--- src/hdl/cepq_pkg.sv ---
// cepq_pkg: shared constants, codes and control types for the push-out packet queue
// no dependencies; every other file uses it
package cepq_pkg;

  // default geometry
  localparam int DEPTH_DEF    = 1024;
  localparam int ID_WIDTH_DEF = 16;

  // fixed field widths
  localparam int LIMIT_W   = 11;
  localparam int LEN_W     = 16;
  localparam int CNT_OUT_W = 11;
  localparam int BL_W      = 26;
  localparam int STATUS_W  = 3;
  localparam int ECN_W     = 2;

  // configuration port
  localparam int PADDR_W = 2;
  localparam int PDATA_W = 32;
  localparam logic [PADDR_W-1:0] REG_QUEUE_LIMIT = PADDR_W'(0);
  localparam logic [LIMIT_W-1:0] LIMIT_RESET     = LIMIT_W'(1000);

  // ecn marking
  localparam logic [ECN_W-1:0] ECN_FIELD_MASK = 2'b11;
  localparam logic [ECN_W-1:0] ECN_CE_CODE    = 2'b11;

  // input command codes
  localparam logic CMD_ENQUEUE = 1'b0;
  localparam logic CMD_DEQUEUE = 1'b1;

  // result status codes
  typedef enum logic [STATUS_W-1:0] {
    ST_ENQUEUED   = 3'd0,
    ST_EVICTED    = 3'd1,
    ST_DROP_CE    = 3'd2,
    ST_DROP_FULL  = 3'd3,
    ST_DROP_ZERO  = 3'd4,
    ST_DEQUEUED   = 3'd5,
    ST_EMPTY      = 3'd6
  } status_e;

  // controller to datapath commands
  typedef struct packed {
    logic    latch_in;
    logic    rd_head;
    logic    rd_free;
    logic    rd_ring;
    logic    rd_victim;
    logic    deq_commit;
    logic    evict_commit;
    logic    alloc_commit;
    logic    res_load;
    status_e status;
  } dp_cmd_t;

  // datapath to controller status
  typedef struct packed {
    logic is_dequeue;
    logic is_empty;
    logic limit_zero;
    logic below_limit;
    logic arrive_ce;
    logic ce_held;
  } dp_flags_t;

endpackage

--- src/hdl/cepq_ctrl.sv ---
// cepq_ctrl: sequencer for one packet command at a time
// depends on cepq_pkg (command and status types)
module cepq_ctrl (
  input  logic                clk_i,
  input  logic                rst_ni,
  input  logic                in_valid_i,
  output logic                in_ready_o,
  output logic                out_valid_o,
  input  logic                out_ready_i,
  input  cepq_pkg::dp_flags_t flags_i,
  output cepq_pkg::dp_cmd_t   cmd_o
);
  import cepq_pkg::*;

  typedef enum logic [2:0] {
    S_IDLE, S_DECIDE, S_DQ_COMMIT, S_EV_SLOT, S_EV_COMMIT, S_ALLOC, S_FINISH
  } state_e;

  state_e  state_q, state_d;
  status_e status_q, status_d;
  logic    out_valid_q, out_valid_d;
  logic    out_free;

  assign out_free    = !out_valid_q || out_ready_i;
  assign in_ready_o  = (state_q == S_IDLE);
  assign out_valid_o = out_valid_q;

  // next state and command decode
  always_comb begin
    cmd_o       = '0;
    cmd_o.status = status_q;
    state_d     = state_q;
    status_d    = status_q;
    out_valid_d = out_valid_q && !out_ready_i;
    case (state_q)
      S_IDLE: begin
        if (in_valid_i) begin
          cmd_o.latch_in = 1'b1;
          state_d        = S_DECIDE;
        end
      end
      S_DECIDE: begin
        if (flags_i.is_dequeue) begin
          if (flags_i.is_empty) begin
            status_d = ST_EMPTY;
            state_d  = S_FINISH;
          end else begin
            cmd_o.rd_head = 1'b1;
            status_d      = ST_DEQUEUED;
            state_d       = S_DQ_COMMIT;
          end
        end else if (flags_i.limit_zero) begin
          status_d = ST_DROP_ZERO;
          state_d  = S_FINISH;
        end else if (flags_i.below_limit) begin
          cmd_o.rd_free = 1'b1;
          status_d      = ST_ENQUEUED;
          state_d       = S_ALLOC;
        end else if (flags_i.arrive_ce) begin
          status_d = ST_DROP_CE;
          state_d  = S_FINISH;
        end else if (flags_i.ce_held) begin
          cmd_o.rd_ring = 1'b1;
          status_d      = ST_EVICTED;
          state_d       = S_EV_SLOT;
        end else begin
          status_d = ST_DROP_FULL;
          state_d  = S_FINISH;
        end
      end
      S_DQ_COMMIT: begin
        cmd_o.deq_commit = 1'b1;
        state_d          = S_FINISH;
      end
      S_EV_SLOT: begin
        cmd_o.rd_victim = 1'b1;
        state_d         = S_EV_COMMIT;
      end
      S_EV_COMMIT: begin
        cmd_o.evict_commit = 1'b1;
        state_d            = S_ALLOC;
      end
      S_ALLOC: begin
        cmd_o.alloc_commit = 1'b1;
        state_d            = S_FINISH;
      end
      S_FINISH: begin
        if (out_free) begin
          cmd_o.res_load = 1'b1;
          out_valid_d    = 1'b1;
          state_d        = S_IDLE;
        end
      end
      default: state_d = S_IDLE;
    endcase
  end

  // state and registered outputs
  always_ff @(posedge clk_i or negedge rst_ni) begin
    if (!rst_ni) begin
      state_q     <= S_IDLE;
      status_q    <= ST_ENQUEUED;
      out_valid_q <= 1'b0;
    end else begin
      state_q     <= state_d;
      status_q    <= status_d;
      out_valid_q <= out_valid_d;
    end
  end

endmodule

--- config.mk ---
export PLATFORM = sky130hd
export DESIGN_NAME = cepq_ctrl
export DESIGN_NICKNAME = d
export VERILOG_FILES = /design/src/hdl/cepq_pkg.sv /design/src/hdl/cepq_ctrl.sv
export SDC_FILE = /design/constraint.sdc
export NUM_CORES = 1
export LEC_CHECK = 0
export ABC_AREA = 1
export BUFFER_PORTS_ARGS = -buffer_cell sky130_fd_sc_hd__buf_4
export CORE_AREA = 8 8 45 47
export CTS_CLUSTER_SIZE = 40
export DETAILED_ROUTE_END_ITERATION = 10
export DIE_AREA = 0 0 53 55
export MAX_ROUTING_LAYER = met4
export PLACE_DENSITY = 0.63
export SLEW_MARGIN = 20
export SYNTH_ARGS = -nofsm -noshare
export SYNTH_HDL_FRONTEND = slang
export SYNTH_SLANG_ARGS = --single-unit
--- constraint.sdc ---
create_clock -name clk_i -period 1.1 [get_ports clk_i]
set_input_delay 0.11 -clock clk_i [delete_from_list [all_inputs] [get_ports clk_i]]
set_output_delay 0.11 -clock clk_i [all_outputs]
set_load 0.05 [all_outputs]
* After elaboration in Yosys (flattened, before gate mapping)
Index checks and enable logic that the tools add are counted.
** Word-level totals
- Bits in registers :: 7
- Input port bits :: 10
- Output and inout port bits :: 14
- Word-level logic and storage cells :: 52
** Operators by class
- Multiplexer cells :: 34
- Reductions and logical operators :: 7
- Equality and inequality tests :: 8
** Operators with widths (count)
- $mux W3 :: 13
- $pmux W3 S6 :: 1
- $mux W1 :: 16
- $eq A3 B3 Y1 const B :: 3
- $mux W2 :: 4
- $eq A3 B2 Y1 const B :: 2
- $ne A2 B2 Y1 const B :: 2
- $eq A3 B1 Y1 const B :: 1
- $logic_not A3 Y1 :: 1
- $logic_not A1 Y1 :: 2
- $reduce_and A2 Y1 :: 1
- $reduce_or A2 Y1 :: 1
- $logic_and A1 B1 Y1 :: 1
- $logic_or A1 B1 Y1 :: 1

* Depth between registers and ports, before layout
- Depth in word-level cells :: 6
- Gate-level depth with buffers :: 6
- Gate-level depth less buffers :: 6

* Least setup slack after synthesis
OpenSTA, ideal clock, no wires.
- Path kind :: register to output
- Start :: register state_q[1]
- End :: output cmd_o[9] (netlist name)
- Path buffers :: 0
- Slack :: -684 ps
- Data required time :: 990 ps
- Data arrival time :: 1674 ps
- Stages on the path, launching flop included :: 4
- Path through :: dfrtp_1 > inv_2 > nand3_4 > nor3_1
** RTL lines
- from (decl) :: line cepq_ctrl.sv:19 : state_e state_q, state_d;
- from (signal assigned) :: line cepq_ctrl.sv:105 : state_q <= state_d;
- to (decl) :: line cepq_ctrl.sv:11 : output cepq_pkg::dp_cmd_t cmd_o

==> results_dict.tcl <==
set metrics [dict create \
    power_leakage_nw 0.470 \
    rsz0062_at_grt "yes" \
    cts_htree_levels 1 \
    drt_pre_antenna_iters 3 \
    num_rows 14 \
    initial_antenna_violation_count 0 \
    crit_path_end_kind "output port" \
    finish.utilization 0.669 \
    fmax_mhz 746 \
    yosys-top-cells-area "sky130_fd_sc_hd__dfrtp_1 39%, sky130_fd_sc_hd__inv_1 10%, sky130_fd_sc_hd__nor2_1 10%" \
    irDropWorstVdd_uv 1480 \
    die_area_um2 2920 \
    period_share 1.22 \
    yosysWarnings 0 \
    failed_checks "negative setup slack" \
    drv.max_cap_violation_count 0 \
    headroom_to_the_max_slew_limit 0.806 \
    globalRouteOverflowTotal 0 \
    min-delay-path-class "in2reg" \
    criticalPathCategory "reg2out" \
    detailed_place.area_um2 738 \
    cts_root_buf "sky130_fd_sc_hd__clkbuf_4" \
    reg2reg_from "state_q[2]$_DFFE_PN0P_" \
    critical_path_arrival_ps 1230 \
    post-route-min-period_ps 1340 \
    critical_path.cell_chain "inv_4, nand3_4, nor3_4, buf_6" \
    tritoncts "built" \
    setup.reg_to_reg.worst_slack_ps -210 \
    top_ports 24 \
    routed_wire_length_per_instance_um 12.1 \
    setup_violators_final 16 \
    multi_input_comb_area_um2 298 \
    finalWorstSetupSlack_ps -241 \
    layout_cell_share_with_drive_strength_beyond_1 0.621 \
    worstHoldEndpoint "out_valid_o$_DFF_PN0_" \
    postLayoutCellArea_um2 926 \
    postSynth.topFlopCell "sky130_fd_sc_hd__dfrtp_1" \
    gr-usage-all-layers 0.109 \
    power_per_cell_area_nw_per_um2 3110 \
    area.growth.synth_to_final_pct 108 \
    clk_latency_ps 250 \
    min_from "out_ready_i" \
    critPathBufInv 2 \
    critical_path_peak_fanout 6 \
    worst_slew_pin_slew_ps 288 \
    area_taken_by_flip_flops_and_latches_um2 176 \
    drc 0 \
    netlist_area_um2 445 \
    clk_pin_slew_ps 50 \
    mappedNetlistNets 73 \
    core-area_um2 1380 \
    sequential_cell_area_fraction_in_the_yosys_report 0.393 \
    die_x_um 53 \
    n_fill_cell 127 \
    nNetsFinal 114 \
    netlist.area_leader.share 0.393 \
    number_of_clock_buffers_inserted_by_tritoncts 3 \
    slowest_stage_cell_cp "sky130_fd_sc_hd__dfrtp_1" \
    synth-edff-count 0 \
    post_drt_via_cell_ratio 4.68 \
    clk_path_buf_depth 2 \
    die_height_um 55 \
    floorplan.initialDensity 0.322 \
    worst_setup_path_start_kind "flop" \
    place.detailed.hpwl_um 1100 \
    worst_hold_path.num_cells 2 \
    detailroute.via_count 557 \
    fin_hold_ws_ps 69.6 \
    route.final.wire_length_um 1440 \
    synthDominantAreaCellType "sky130_fd_sc_hd__dfrtp_1" \
    tritoncts_num_sinks 7 \
    top_post_synthesis_cells_by_count "12 x sky130_fd_sc_hd__inv_1, 12 x sky130_fd_sc_hd__nor2_1, 7 x sky130_fd_sc_hd__dfrtp_1, 7 x sky130_fd_sc_hd__nand2_1, 6 x sky130_fd_sc_hd__nand3_1" \
    postRouteAntennaNets 0 \
    hold_violations 0 \
    syn-instance-count 63 \
    drt_iter0_markers 2 \
    grt_max_degree 8 \
    reg_to_reg_endpoint "status_q[2]$_DFFE_PN0P_" \
    crit_family "flip-flops" \
    cpPeakStageDelay_ps 410 \
    synth_cell_types 15 \
    worst_r2r_path_depth 7 \
    place_congestion 0.734 \
    crit_required_ps 990 \
    postSynthAreaPerCell_um2 7.07 \
    synthArstFlopShare 1.00 \
    ys_ff_latch 7 \
    grt_pass1_wl_um 2350 \
    status "complete, but fails checks" \
    final_antenna_diode_count 0 \
    port_buffers 23 \
    grt_pass1_vias 591 \
    clock_skew_ps 4.16 \
    final-max-slew-violation-count 0 \
]
-- per-stage QoR --
stage / worst slack, ps / instances / power, W / setup TNS (ps)
floorplan: -98.0 / 63 / 0.00164 / -294
global placement: -11.3 / 109 / 0.00219 / -11.3
detailed placement: -25.8 / 109 / 0.00222 / -25.8
CTS: -229 / 116 / 0.00261 / -2250
global route: -311 / 119 / 0.00305 / -3950
finish: -241 / 119 / 0.00288 / -2920
-- worst max path at each step --
stage	startpoint	to	slack (ps)	cells after the start
6_report	state_q[2]$_DFFE_PN0P_	cmd_o[9]	-240	4
5_1_grt	state_q[2]$_DFFE_PN0P_	cmd_o[9]	-310	4
4_1_cts	state_q[2]$_DFFE_PN0P_	cmd_o[9]	-230	4
3_5_place_dp	state_q[0]$_DFFE_PN0P_	cmd_o[3]	-30	6
3_3_place_gp	state_q[0]$_DFFE_PN0P_	cmd_o[3]	-10	6
2_1_floorplan	state_q[2]$_DFFE_PN0P_	cmd_o[10]	-100	3
-- timing repair --
item,CTS,global route
gates resized for setup,13,18
pin swaps,1,5
endpoints found under the hold margin,7,0
cloned,0,0
buffers inserted,2,3
hold buffers,1,0
endpoints found under the setup margin,10,16
-- layout make-up --
type / instances / share of cell area
timing repair buffer: 36 / 0.368
multi-input combinational: 40 / 0.322
sequential: 7 / 0.191
inverter: 16 / 0.0703
clock buffer: 4 / 0.0284
tap: 16 / 0.0216
-- kinds of logic after synthesis --
group,count (synthesis),synth area share
flip-flops,7,0.393
AND/OR/NAND/NOR,32,0.357
buffers and inverters,16,0.135
AO/OA/AOI/OAI,8,0.115
-- layer usage --
layer  routed length, um  global-route usage  vias to the layer above
li1                    -                   -                      277
met1                 546               0.118                      256
met2                 782               0.191                       18
met3                  63              0.0241                        6
met4                  45              0.0388                        0
met5                   0                   -                        -
-- cells in the final DEF (no fill, tap or decap) --
cell type and instances:
sky130_fd_sc_hd__nor2_1 4, sky130_fd_sc_hd__nand2_2 3, sky130_fd_sc_hd__a2bb2oi_2 1, sky130_fd_sc_hd__inv_4 2, sky130_fd_sc_hd__nand3_4 2, sky130_fd_sc_hd__nor2_4 6, sky130_fd_sc_hd__dlygate4sd3_1 1, sky130_fd_sc_hd__inv_1 10
sky130_fd_sc_hd__a21oi_2 1, sky130_fd_sc_hd__inv_2 4, sky130_fd_sc_hd__nand3_1 4, sky130_fd_sc_hd__dfrtp_2 1, sky130_fd_sc_hd__o21ai_2 1, sky130_fd_sc_hd__buf_4 20, sky130_fd_sc_hd__nand3_2 2, sky130_fd_sc_hd__clkbuf_4 3
sky130_fd_sc_hd__dfrtp_1 6, sky130_fd_sc_hd__nor2_2 2, sky130_fd_sc_hd__buf_6 12, sky130_fd_sc_hd__buf_8 3, sky130_fd_sc_hd__nand4_1 2, sky130_fd_sc_hd__nand2_1 6, sky130_fd_sc_hd__clkbuf_1 1, sky130_fd_sc_hd__nor3_4 1
sky130_fd_sc_hd__o21ai_0 5
-- state kept, by name, indices dropped and copies added, names as in the netlist --
signal / count
state_q: 3
status_q: 3
out_valid_o: 1
-- report_power, final --
group	total, W	switching (W)	internal [W]
Sequential	0.000477	0.0000895	0.000387
Clock	0.000235	0.0000968	0.000139
Combinational	0.00216	0.00131	0.000857
Total	0.00288	0.00149	0.00138
-- worst reg2reg max path, cell delays in order (launching register included) --
cell and delay (ps):
sky130_fd_sc_hd__dfrtp_1 410, sky130_fd_sc_hd__inv_4 120, sky130_fd_sc_hd__nand3_4 130, sky130_fd_sc_hd__buf_4 160
sky130_fd_sc_hd__buf_6 120, sky130_fd_sc_hd__buf_4 130, sky130_fd_sc_hd__nand2_1 50, sky130_fd_sc_hd__o21ai_0 70
(Power assumes the default switching activity.)
